**src/rtl/ssm_pkg.sv**
```systemverilog
package ssm_pkg;

  localparam int PAT_MAX = 16;
  localparam int ELEM_W  = 8;
  localparam int LEN_W   = 16;

  // port widths fixed by the interface
  localparam int CMD_W   = 2;
  localparam int VALUE_W = 8;
  localparam int OUT_W   = 16;

  // pattern length runs 0..PAT_MAX
  localparam int PLEN_W  = $clog2(PAT_MAX + 1);
  localparam int CMP_W   = LEN_W + PLEN_W;

  typedef logic [ELEM_W-1:0] elem_t;
  typedef logic [LEN_W-1:0]  len_t;
  typedef logic [PLEN_W-1:0] plen_t;

  typedef enum logic [CMD_W-1:0] {
    CMD_CLEAR  = 2'd0,
    CMD_APPEND = 2'd1,
    CMD_TEXT   = 2'd2,
    CMD_END    = 2'd3
  } cmd_t;

  typedef struct packed {
    logic             found;
    logic [OUT_W-1:0] first_start;
    logic [OUT_W-1:0] last_start;
    logic [OUT_W-1:0] text_length;
    logic             pattern_overflow;
    logic             text_overflow;
  } res_t;

endpackage

```
**src/rtl/ssm_core.sv**
```systemverilog
module ssm_core
  import ssm_pkg::*;
(
  input  logic               clk,
  input  logic               rst,
  input  logic               take,
  input  logic [CMD_W-1:0]   command,
  input  logic [VALUE_W-1:0] value,
  output logic               res_valid,
  output res_t               res
);

  // pattern held reversed: rpat[k] is pattern element plen-1-k
  elem_t rpat [PAT_MAX];
  elem_t win  [PAT_MAX];
  elem_t win_sh [PAT_MAX];
  plen_t plen;
  len_t  count;
  len_t  first;
  len_t  last;
  logic  have;
  logic  pfull;
  logic  sat;

  cmd_t  cmd;
  elem_t elem;
  logic  all_eq;
  logic  count_full;
  len_t  count_inc;
  logic  long_enough;
  logic  hit;
  len_t  start;

  assign cmd  = cmd_t'(command);
  assign elem = ELEM_W'(value);

  always_comb begin
    win_sh[0] = elem;
    for (int k = 1; k < PAT_MAX; k++) begin
      win_sh[k] = win[k-1];
    end
  end

  always_comb begin
    all_eq = 1'b1;
    for (int k = 0; k < PAT_MAX; k++) begin
      if ((PLEN_W'(k) < plen) && (rpat[k] != win_sh[k])) begin
        all_eq = 1'b0;
      end
    end
  end

  assign count_full  = (count == {LEN_W{1'b1}});
  assign count_inc   = count + 1'b1;
  assign long_enough = CMP_W'(count_inc) >= CMP_W'(plen);
  assign hit         = (plen != '0) && long_enough && all_eq;
  assign start       = count_inc - LEN_W'(plen);

  // summary of the text so far
  always_comb begin
    res.found            = (plen == '0) ? 1'b1 : have;
    res.first_start      = (plen != '0 && have) ? OUT_W'(first) : '0;
    res.last_start       = (plen == '0) ? OUT_W'(count) : (have ? OUT_W'(last) : '0);
    res.text_length      = OUT_W'(count);
    res.pattern_overflow = pfull;
    res.text_overflow    = sat;
  end

  assign res_valid = take && (cmd == CMD_END);

  // pattern store has no reset
  always_ff @(posedge clk) begin
    if (take && cmd == CMD_APPEND && plen < PLEN_W'(PAT_MAX)) begin
      rpat[0] <= elem;
      for (int k = 1; k < PAT_MAX; k++) begin
        rpat[k] <= rpat[k-1];
      end
    end
  end

  always_ff @(posedge clk) begin
    if (rst) begin
      plen  <= '0;
      pfull <= 1'b0;
      count <= '0;
      have  <= 1'b0;
      first <= '0;
      last  <= '0;
      sat   <= 1'b0;
      for (int k = 0; k < PAT_MAX; k++) begin
        win[k] <= '0;
      end
    end else if (take) begin
      unique case (cmd)
        CMD_CLEAR, CMD_END: begin
          if (cmd == CMD_CLEAR) begin
            plen  <= '0;
            pfull <= 1'b0;
          end
          count <= '0;
          have  <= 1'b0;
          first <= '0;
          last  <= '0;
          sat   <= 1'b0;
          for (int k = 0; k < PAT_MAX; k++) begin
            win[k] <= '0;
          end
        end
        CMD_APPEND: begin
          if (plen < PLEN_W'(PAT_MAX)) begin
            plen <= plen + 1'b1;
          end else begin
            pfull <= 1'b1;
          end
        end
        CMD_TEXT: begin
          if (count_full) begin
            sat <= 1'b1;
          end else begin
            count <= count_inc;
            for (int k = 0; k < PAT_MAX; k++) begin
              win[k] <= win_sh[k];
            end
            if (hit) begin
              if (!have) begin
                first <= start;
              end
              last <= start;
              have <= 1'b1;
            end
          end
        end
        default: begin
        end
      endcase
    end
  end

endmodule

```
**src/rtl/ssm_out_buf.sv**
```systemverilog
module ssm_out_buf
  import ssm_pkg::*;
(
  input  logic clk,
  input  logic rst,
  input  logic push,
  input  res_t push_res,
  output logic full,
  output logic out_valid,
  input  logic out_stall,
  output res_t out_res
);

  res_t skid_res;
  logic skid_valid;
  logic pop;

  assign pop  = out_valid && !out_stall;
  assign full = skid_valid;

  always_ff @(posedge clk) begin
    if (!out_valid || pop) begin
      out_res <= skid_valid ? skid_res : push_res;
    end
    if (push) begin
      skid_res <= push_res;
    end
  end

  always_ff @(posedge clk) begin
    if (rst) begin
      out_valid  <= 1'b0;
      skid_valid <= 1'b0;
    end else if (!out_valid || pop) begin
      out_valid  <= skid_valid || push;
      skid_valid <= skid_valid && push;
    end else if (push) begin
      skid_valid <= 1'b1;
    end
  end

endmodule

```
**src/rtl/substring_first_last_match_unit.sv**
```systemverilog
// each result word is registered, in the output register or else in the skid entry
// one word per cycle unless stalled; the window compare finishes in the accept cycle
// the output register plus one skid entry hold results while the output stalls
// rst is synchronous, active high: empty pattern, empty text, no result pending
// pattern store contents are not reset and only entries below the pattern length are used
module substring_first_last_match_unit
  import ssm_pkg::*;
(
  input  logic               clk,
  input  logic               rst,
  input  logic               in_valid,
  output logic               in_stall,
  input  logic [CMD_W-1:0]   command,
  input  logic [VALUE_W-1:0] value,
  output logic               out_valid,
  input  logic               out_stall,
  output logic               found,
  output logic [OUT_W-1:0]   first_start,
  output logic [OUT_W-1:0]   last_start,
  output logic [OUT_W-1:0]   text_length,
  output logic               pattern_overflow,
  output logic               text_overflow
);

  logic take;
  logic res_valid;
  res_t res;
  res_t out_res;
  logic buf_full;

  // stall only when the skid entry is occupied, so any accepted word has room
  assign in_stall = buf_full;
  assign take     = in_valid && !in_stall;

  // pattern and text state, window compare and summary
  ssm_core u_core (
    .clk       (clk),
    .rst       (rst),
    .take      (take),
    .command   (command),
    .value     (value),
    .res_valid (res_valid),
    .res       (res)
  );

  // result register with skid entry
  ssm_out_buf u_out (
    .clk       (clk),
    .rst       (rst),
    .push      (res_valid),
    .push_res  (res),
    .full      (buf_full),
    .out_valid (out_valid),
    .out_stall (out_stall),
    .out_res   (out_res)
  );

  assign found            = out_res.found;
  assign first_start      = out_res.first_start;
  assign last_start       = out_res.last_start;
  assign text_length      = out_res.text_length;
  assign pattern_overflow = out_res.pattern_overflow;
  assign text_overflow    = out_res.text_overflow;

`ifndef NO_ASSERTIONS
  // input can only back up while a result is waiting at the output
  a_stall_needs_result: assert property (@(posedge clk) disable iff (rst)
    in_stall |-> out_valid)
    else $error("input stalled with no pending result");

  // an accepted end-of-text word always shows up at the output
  a_end_gives_result: assert property (@(posedge clk) disable iff (rst)
    (in_valid && !in_stall && command == CMD_END) |=> out_valid)
    else $error("end of text produced no result");

  // a second result while one waits fills the skid entry
  a_skid_fill: assert property (@(posedge clk) disable iff (rst)
    (in_valid && !in_stall && command == CMD_END && out_valid && out_stall) |=> in_stall)
    else $error("queued result not held");
`endif

endmodule

```
**config.mk**
```make
export PLATFORM = sky130hd
export DESIGN_NAME = substring_first_last_match_unit
export DESIGN_NICKNAME = d
export VERILOG_FILES = /design/src/rtl/ssm_pkg.sv /design/src/rtl/ssm_core.sv /design/src/rtl/ssm_out_buf.sv /design/src/rtl/substring_first_last_match_unit.sv
export SDC_FILE = /design/constraint.sdc
export NUM_CORES = 1
export LEC_CHECK = 0
export BUFFER_PORTS_ARGS = -buffer_cell sky130_fd_sc_hd__buf_2
export CAP_MARGIN = 20
export CORE_MARGIN = 8
export CORE_UTILIZATION = 24
export DETAILED_ROUTE_END_ITERATION = 8
export PLACE_DENSITY_LB_ADDON = 0.12
export SYNTH_ARGS = -nofsm -noshare
export SYNTH_HDL_FRONTEND = slang
export SYNTH_SLANG_ARGS = --single-unit
```
**constraint.sdc**
```tcl
create_clock -name clk -period 6.2 [get_ports clk]
set_clock_uncertainty 0.2 [all_clocks]
set_input_delay 0.62 -clock clk [delete_from_list [all_inputs] [get_ports clk]]
set_output_delay 0.62 -clock clk [all_outputs]
set_load 0.005 [all_outputs]
```
Word level (Yosys, flattened, before mapping):

Memories as Yosys holds them, arrays and structs flattened.
Cells that the tools add are included.

* memories kept: 2
* output and inout bits: 53
* latch bits: 0
* register bits: 160
* RAM bits: 256
* input port bits: 14
* memory bits (read-only): 0

Memories
* u_core.rpat: depth 16, bits a word 8, rd ports 16, clocked after Yosys merged registers in 0, write ports 16, line ssm_core.sv:14 `elem_t rpat [PAT_MAX];`
* u_core.win: depth 16, bits a word 8, rd ports 15, clocked after Yosys merged registers in 0, write ports 16, line ssm_core.sv:15 `elem_t win [PAT_MAX];`

* multipliers: 0
* add/sub/neg operators: 3
* divide/modulo/power cells: 0
* bitwise gates (word level): 32
* reduce and logical (&&, ||, !) cells: 43
* mux-type cells: 88
* shifts and indexed selects: 0
* eq/ne operators: 27
* order comparisons: 18

Operators by type and width (count)
* $mux 8: 32
* $mux 16: 9
* $ne 8x8->1: 16
* $pmux 16 s2: 3
* $mux 51: 1
* $lt 4x5->1 const A: 8
* $mux 1: 37
* $or 1x1->1: 32
* $logic_and 1x1->1: 25
* $lt 3x5->1 const A: 4
* $add 16x1->16 const B: 1
* $eq 16x16->1 const B: 1
* $ge 16x5->1: 1
* $sub 16x5->16: 1
* $reduce_and 4->1: 3
* $lt 1x5->1 const A: 2
* $lt 2x5->1 const A: 2
* $mux 5: 2
* $pmux 5 s2: 1
* $ne 2x2->1 const B: 4
* $ne 2x1->1 const B: 3
* $pmux 1 s2: 3
* $reduce_and 3->1: 2
* $reduce_bool 2->1: 3
* 11 further kinds: 15

Depth between registers and ports, before layout:

Gate-level depths: netlist of the first run.

* depth after elaboration: 22
* depth in mapped cells: 14
* gate-level depth less buffers: 12

Hierarchy:

A second synthesis of the first run with hierarchy kept.

* cells, all modules: 1245
* area total of the unflattened synthesis: 17515.5 µm²

By module, submodules not included
* ssm_core: times used 1, cells an instance 1077, seq. area each 8488.1 µm², area each 13525.5 µm²
* ssm_out_buf: times used 1, cells an instance 167, seq. area each 3103.0 µm², area each 3976.3 µm²
* substring_first_last_match_unit: times used 1, cells an instance 1, seq. area each 0.0 µm², area each 13.8 µm²

Least setup slack after synthesis of the first run:

Ideal clock, no wire load.

* path type: in2reg
* start point: in command[1]
* end point: mem u_core.rpat[0][0] (netlist bit) (enable)
* required time: 5.497 ns
* arrival time: 3.905 ns
* stages on the path: 3
* slack: 1.592 ns
* cell sequence: inv_1 ha_1 and3_1

RTL lines
* start, declared: line substring_first_last_match_unit.sv:13 `input logic [CMD_W-1:0] command,`
* end, declared: line ssm_core.sv:14

Worst setup path in the final report of the first run:

* start point: reg u_core.count[0]
* end point: reg u_core.first[10]

* word-level cells in the longest chain between the ends: 6
* elaborated cells on any way between the ends: 13
* those cells by class: add/sub (2); order compare (1); eq/ne (3); mux (4); reduce/logical (3)

RTL lines
* start, declared: line ssm_core.sv:18 `len_t count;`
* start signal, assigned: line ssm_core.sv:120 `count <= count_inc;`
* $add 16x1->16: line ssm_core.sv:54 `assign count_inc = count + 1'b1;`
* $sub 16x5->16 / $ge 16x5->1 (equally long branches): line ssm_core.sv:57, ssm_core.sv:55
* $mux 16 / $logic_and 1x1->1 (equally long branches): line ssm_core.sv:125, ssm_core.sv:56
* $mux 16 / $logic_and 1x1->1 (equally long branches): line ssm_core.sv:124, ssm_core.sv:56
* $mux 16 / $ne 2x1->1 (equally long branches)
* $pmux 16 s2 / $reduce_and 5->1 (equally long branches)
* end signal, assigned: line ssm_core.sv:126 `first <= start;`
* end, declared: line ssm_core.sv:19 `len_t first;`

Parallel ways exist; a longest one is shown, timed or not. The select of a mux whose other input is x is not followed.
A chain may end at the register's enable or synchronous reset.

==> impl_metrics.yaml, run 1 <==
routing:
  top_layer_used: "met5"
  wl_per_cell_um: 17.6
  drtAntennaViolNets: 0
  dr_total_vias: 9296
  route.detailed.drc: 0
  post_drt_via_cell_ratio: 4.12
  route.met2.wl_mm: 17.6
  initialDrtViolationCount: 561
  totalWireLength_mm: 39.8
  dr.pass1.iters: 5
  wl_met1_mm: 19.4
  met3_length_mm: 1.82
synth:
  yosysTopAreaCellShare_pct: 60.2
  async_flop_share_pct: 0
  yosysMostFrequentCell: "edfxtp_1"
  synth_top_area_cell: "edfxtp_1"
  syn_nets: 1236
  synth_common_cells: "edfxtp_1, and2_1, xor2_1, nand2_1, dfxtp_1"
  synth_edf_count: 342
  yosysSeqAreaShare_pct: 68.0
  synth_ff_type: "edfxtp_1"
  netlist_area_um2: 17100
  ys_types: 66
  postSynthCellCount: 1209
  ys_warn_count: 0
  synth_top_cells_by_area: "edfxtp_1, dfxtp_1, xor2_1"
  synth.avg_cell_area_um2: 14.1
  ys_seq_elements: 408
timing:
  min_period_ns: 4.08
  min_period_over_period_pct: 65.8
  fmax_mhz: 245
  rsz0062_at_grt: "false"
  tns_ns: 0
  finalHoldViolCount: 0
  maxSlewViolCount: 0
  setup_viol: 0
  tightest_slew_ns: 1.01
  slew_headroom_pct: 33.0
place:
  placed_area_um2: 18500
  io_buffers: 66
  place_inst: 2172
  place_congestion: 0.749
  dp_hpwl_mm: 26.3
floorplan:
  rows: 97
  core_um2: 70100
  chipWidth_um: 283
  initial_core_util_pct: 24.3
  num_io_pins: 67
  die_y_um: 283
  dieArea_um2: 79800
grt:
  grt_pass1_wl_mm: 60.8
  grtUsageTotal_pct: 9.89
  grt_overflow_total: 0
  grt_pass1_vias: 9705
  grt_max_degree: 65
  antenna_found_initial: 2
cts:
  htree_levels: 2
  cts_buffer_depth: 3
  clock_sinks: 408
  post-cts-setup-buffer-count: 0
  cts_tree: "done"
  ctsHoldBuffers: 0
  cts_buffers: 48
  root_buffer: "clkbuf_16"
  clkTransAtPathRegs_ns: 0.06
  clk_latency_ns: 0.58
  cts.repair.resized: 0
layout:
  nets: 1309
  fin_cells: 2258
  post_route_cells_drive_above_1_share_pct: 16.9
  area_growth_pct: 17.3
  design_area_um2: 20000
  antenna_cells: 0
worst_setup_path:
  required_ns: 6.50
  start_kind: "flop"
  timing.rr.end: "u_core.first[10]"
  cp_max_fo: 16
  rr_startpoint: "u_core.count[0]"
  worst_setup_path_end_kind: "flop"
  crit_arrival_ns: 4.39
  r2r_setup_slack_ns: 2.12
  rr_worst_depth: 11
  crit_type: "flop to flop"
power:
  p_per_area_nw_per_um2: 305
  p_clk_share_pct: 45.3
  power.share.switching_pct: 22.0
  pwr-share-seq_pct: 51.0
  p_sw_mw: 1.34
  peakVddDrop_mv: 0.189
  leakagePower_nw: 7.19
  p_comb_share_pct: 3.7
  p_int_mw: 4.77
run_status:
  status: "finished clean"
worst_hold_path:
  min_path_type: "primary input to flop"
  hold_end: "u_core.rpat[0][0]"
  worst_hold_startpoint: "value[0]"
  hold_depth: 1
job:
  maxCapViolCount: 0
## flip-flops by register name, indices dropped and copies added, names as in the netlist
| name | flops |
|---|---|
| u_core.have | 1 |
| u_core.pfull | 1 |
| u_out.out_res | 51 |
| u_core.win | 120 |
| u_out.out_valid | 1 |
| u_core.last | 16 |
| u_core.first | 16 |
| u_core.count | 16 |
| u_out.skid_res | 51 |
| u_core.plen | 5 |
| u_core.rpat | 128 |
| u_core.sat | 1 |
| u_out.full | 1 |
## layout make-up
class / count / area, um2
sequential: 408 / 11600
tap: 940 / 1180
inverter: 12 / 45.0
clock inverter: 25 / 255
clock buffer: 61 / 1280
multi-input combinational: 731 / 5180
fill: 7206 / 50100
timing repair buffer: 81 / 475
## through the flow
| step | hold slack, ns | setup slack (ns) | util (%) | total power, mW |
|---|---|---|---|---|
| global placement | 0.244 | 1.80 | 26.3 | 3.41 |
| CTS | 0.00867 | 2.17 | 28.5 | 6.22 |
| global route | 0.0266 | 1.84 | 28.5 | 6.34 |
| finish | 0.0557 | 2.12 | 28.5 | 6.11 |
| detailed placement | 0.242 | 2.15 | 26.3 | 3.41 |
| floorplan | 0.203 | 1.59 | - | 3.31 |
## metal layers
layer | vias up | global-route usage (%)
met4 | 2 | 3.42
met3 | 75 | 2.05
li1 | 4576 | -
met5 | - | 0
met2 | 178 | 15.0
met1 | 4465 | 13.9
## worst max-delay path: stages, from the launching register on
cell,delay (ns)
dfxtp_1,0.53
ha_1,0.27
xor2_1,0.31
ha_1,0.37
nor2b_1,0.16
o21a_1,0.17
o21ai_0,0.45
nand3_2,0.30
nor4_4,0.50
nor3_2,0.16
o22ai_4,0.43
o2bb2ai_1,0.17
## kinds of logic (layout without fill, tap and decap cells)
family	count (synthesis)	in the layout	share of synthesized area [%]
compound gates	137	137	5.60
buf+inv	70	179	1.77
fa+ha+maj	13	13	0.998
simple gates	375	375	12.2
flops	408	408	68.0
mux	59	59	3.83
xor+xnor	147	147	7.59
## worst max-delay path by stage
| stage | slack, ns | end | depth (start not counted) | from |
|---|---|---|---|---|
| finish | 2.12 | u_core.first[10] | 11 | u_core.count[0] |
| global route | 1.84 | u_core.first[6] | 10 | u_core.count[0] |
| CTS | 2.17 | u_core.first[13] | 11 | u_core.count[0] |
| detailed placement | 2.15 | u_core.first[11] | 11 | u_core.count[0] |
| global placement | 1.80 | u_core.win[5][11] | 7 | u_core.count[0] |
| floorplan | 1.59 | u_core.rpat[0][0] | 3 | command[1] |
## placed cells by master (no fill, tap or decap), types with 3 or more instances in the layout
cell / count
nor2b_1: 5
buf_2: 66
nand3_2: 3
mux2i_1: 9
mux2_2: 50
a2bb2oi_1: 3
o2bb2ai_1: 32
nor4_1: 29
dfxtp_1: 65
or3_1: 9
clkinvlp_4: 3
a21o_1: 3
a21oi_1: 32
xor2_1: 105
o21ai_0: 33
clkinv_2: 7
clkbuf_16: 49
clkinv_1: 9
clkbuf_1: 11
and2_1: 132
nor3_1: 19
edfxtp_1: 342
o21a_1: 4
bufinv_16: 4
xnor2_1: 41
nor2_1: 42
a22oi_1: 6
inv_1: 11
ha_1: 12
nand2b_1: 7
nand4_1: 13
nand3_1: 18
nand2_1: 74
buf_4: 13
## power groups by stage
stage                     Sequential, mW  Combinational [mW]  Clock, mW
after floorplan                     3.16               0.148          0
after global placement              3.17               0.238          0
after detailed placement            3.17               0.239          0
after CTS                           3.11               0.240       2.86
after global routing                3.12               0.257       2.96
final                               3.11               0.229       2.77
Note: power is estimated with default switching activity, not from simulation.
==> run 2: changes to the inputs <==
==> constraint.sdc (replaced) <==
create_clock -name clk -period 3.9 [get_ports clk]
set_clock_uncertainty 0.2 [all_clocks]
set_input_delay 0.39 -clock clk [delete_from_list [all_inputs] [get_ports clk]]
set_output_delay 0.39 -clock clk [all_outputs]
set_load 0.005 [all_outputs]
==> run 2 against run 1 <==
- via count rose by 0.45%
- setup slack got worse by 1.8 ns
- final area rose by 0.83%
- register-to-register slack got worse by 1.8 ns
- clock-buffer cell count rose by 7
- combinational power rose by 64%
- global-route usage fell by 0.25 points
- utilization rose by 0.24 points
- non-clock buffer count rose by 15
- sequential share of layout area fell by 0.47 points
- critical path type unchanged
- largest cell class unchanged
- largest power group unchanged
- highest routed layer unchanged
==> impl_metrics.yaml, run 2 (synthesis gave the netlist of run 1 again) <==
layout:
  post_route_cells_drive_above_1_share_pct: 17.2
  top_register: "u_core.rpat"
  largest_register_ffs: 128
  antenna_cells: 0
  nets: 1324
  area_growth_pct: 18.3
  fill_cells: 7233
  register_area_um2: 11600
  multi_input_area_um2: 5180
  final_common_cell: "edfxtp_1"
  final_cell_mix: "edfxtp_1, and2_1, xor2_1"
  final_util_pct: 28.8
  reg_top3: "u_core.rpat: 128 flops, u_core.win: 120 flops"
place:
  dp_hpwl_mm: 25.4
  io_buffers: 66
  place_congestion: 0.790
cts:
  cts_buffers: 48
  clock_sinks: 408
  htree_levels: 2
  cts_tree: "done"
  root_buffer: "clkbuf_16"
  clkTransAtPathRegs_ns: 0.06
  post-cts-setup-buffer-count: 0
  clk_latency_ns: 0.59
  cts_buffer_depth: 3
worst_setup_path:
  rr_worst_depth: 9
  timing.rr.end: "u_core.first[3]"
  crit_start: "u_core.win[6][3]"
  required_ns: 4.19
  crit_arrival_ns: 3.93
  cp-endpoint: "u_core.first[3]"
  start_kind: "flop"
  r2r_setup_slack_ns: 0.27
  worst_setup_path_end_kind: "flop"
  cp_max_fo: 9
  crit_type: "flop to flop"
  rr_startpoint: "u_core.win[6][3]"
power:
  power.share.switching_pct: 21.7
  p_clk_share_pct: 45.0
  leakagePower_nw: 7.28
  p_int_mw: 7.58
  p_comb_share_pct: 3.9
  peakVddDrop_mv: 0.337
  p_per_area_nw_per_um2: 480
  pwr-share-seq_pct: 51.1
  p_sw_mw: 2.10
floorplan:
  core_um2: 70100
  dieArea_um2: 79800
  die_y_um: 283
  chipWidth_um: 283
  num_io_pins: 67
  initial_core_util_pct: 24.3
  rows: 97
job:
  maxCapViolCount: 0
routing:
  wl_per_cell_um: 17.1
  drtAntennaViolNets: 0
  initialDrtViolationCount: 627
  dr.pass1.iters: 5
  dr_total_vias: 9338
  post_drt_via_cell_ratio: 4.11
  totalWireLength_mm: 38.9
  route.detailed.drc: 0
timing:
  fmax_mhz: 275
  tightest_slew_ns: 1.02
  slew_headroom_pct: 31.8
  min_period_ns: 3.63
  finalHoldViolCount: 0
  rsz0062_at_grt: "false"
  setup_viol: 0
  maxSlewViolCount: 0
  tns_ns: 0
  min_period_over_period_pct: 93.1
worst_hold_path:
  min_path_type: "primary input to flop"
  worst_hold_startpoint: "command[1]"
grt:
  grt_overflow_total: 0
  grt_max_degree: 113
  antenna_found_initial: 4
  grt_pass1_vias: 9598
  grt_pass1_wl_mm: 59.3
  grtUsageTotal_pct: 9.64
run_status:
  status: "finished clean"
[run 2: cell types whose count changed in the layout (fill, tap and decap cells not counted), sizes merged, moves of 3 or more]
cell | previous run | this run
clkinvlp | 3 | 0
dlygate4sd3 | 0 | 8
clkbuf | 61 | 68
buf | 81 | 88
clkinv | 18 | 15
[run 2: layout make-up]
class | instances | area share [%]
Sequential cell | 408 | 57.5
Multi-Input combinational cell | 731 | 25.7
Clock buffer | 68 | 6.58
Tap cell | 940 | 5.83
Timing Repair Buffer | 96 | 3.16
Clock inverter | 19 | 1.05
Inverter | 12 | 0.223
[run 2: power by group through the flow]
stage                     registers, mW  clock network [mW]  logic [mW]
after floorplan                    5.02                   0       0.236
after global placement             5.04                   0       0.382
after detailed placement           5.04                   0       0.382
after CTS                          4.95                4.50       0.389
after global routing               4.96                4.67       0.416
final                              4.95                4.36       0.375
[run 2: metal layers]
metal	GRT usage [%]	vias up	part of all wire (%)	routed length (um)
met1	14.0	4521	51	19600
met5	0	-	0.033	13
met3	1.93	57	3.8	1490
met2	14.4	156	44	16900
met4	2.78	2	2.0	769
li1	-	4602	-	-
[run 2: worst min-delay path by stage]
| stage | cells past startpoint | endpoint |
|---|---|---|
| final | 5 | u_core.sat |
| after global routing | 3 | u_core.plen[1] |
| after CTS | 5 | u_core.sat |
| after detailed placement | 1 | u_core.first[9] |
| after global placement | 1 | u_core.first[14] |
| after floorplan | 0 | u_out.skid_res[10] |
[run 2: timing repair]
| action | CTS | global route |
|---|---|---|
| hold endpoints to repair | 16 | 0 |
| hold buffers | 8 | 0 |
| setup endpoints to repair | 0 | 19 |
| resized for setup | 0 | 1 |
[run 2: worst max-delay path, stage by stage, from the launching register on]
cell and delay [ns]:
edfxtp_1 0.41, xor2_1 0.18, nor4_1 0.48, nand2_1 0.24, o41ai_1 0.61, nand4_1 0.25, nor4_4 0.38, buf_4 0.25
nand3_1 0.29, o2bb2ai_1 0.26
[run 2: through the flow]
stage	area (um2)	power, mW	worst slack [ns]	hold slack (ns)	instances
finish	20200	9.68	0.268	0.151	2274
global route	20200	10.1	0.119	0.165	2274
CTS	20200	9.84	0.327	0.101	2273
detailed placement	18500	5.42	0.295	0.240	2178
global placement	18500	5.42	0.411	0.243	2178
floorplan	17100	5.26	0.103	0.203	1209
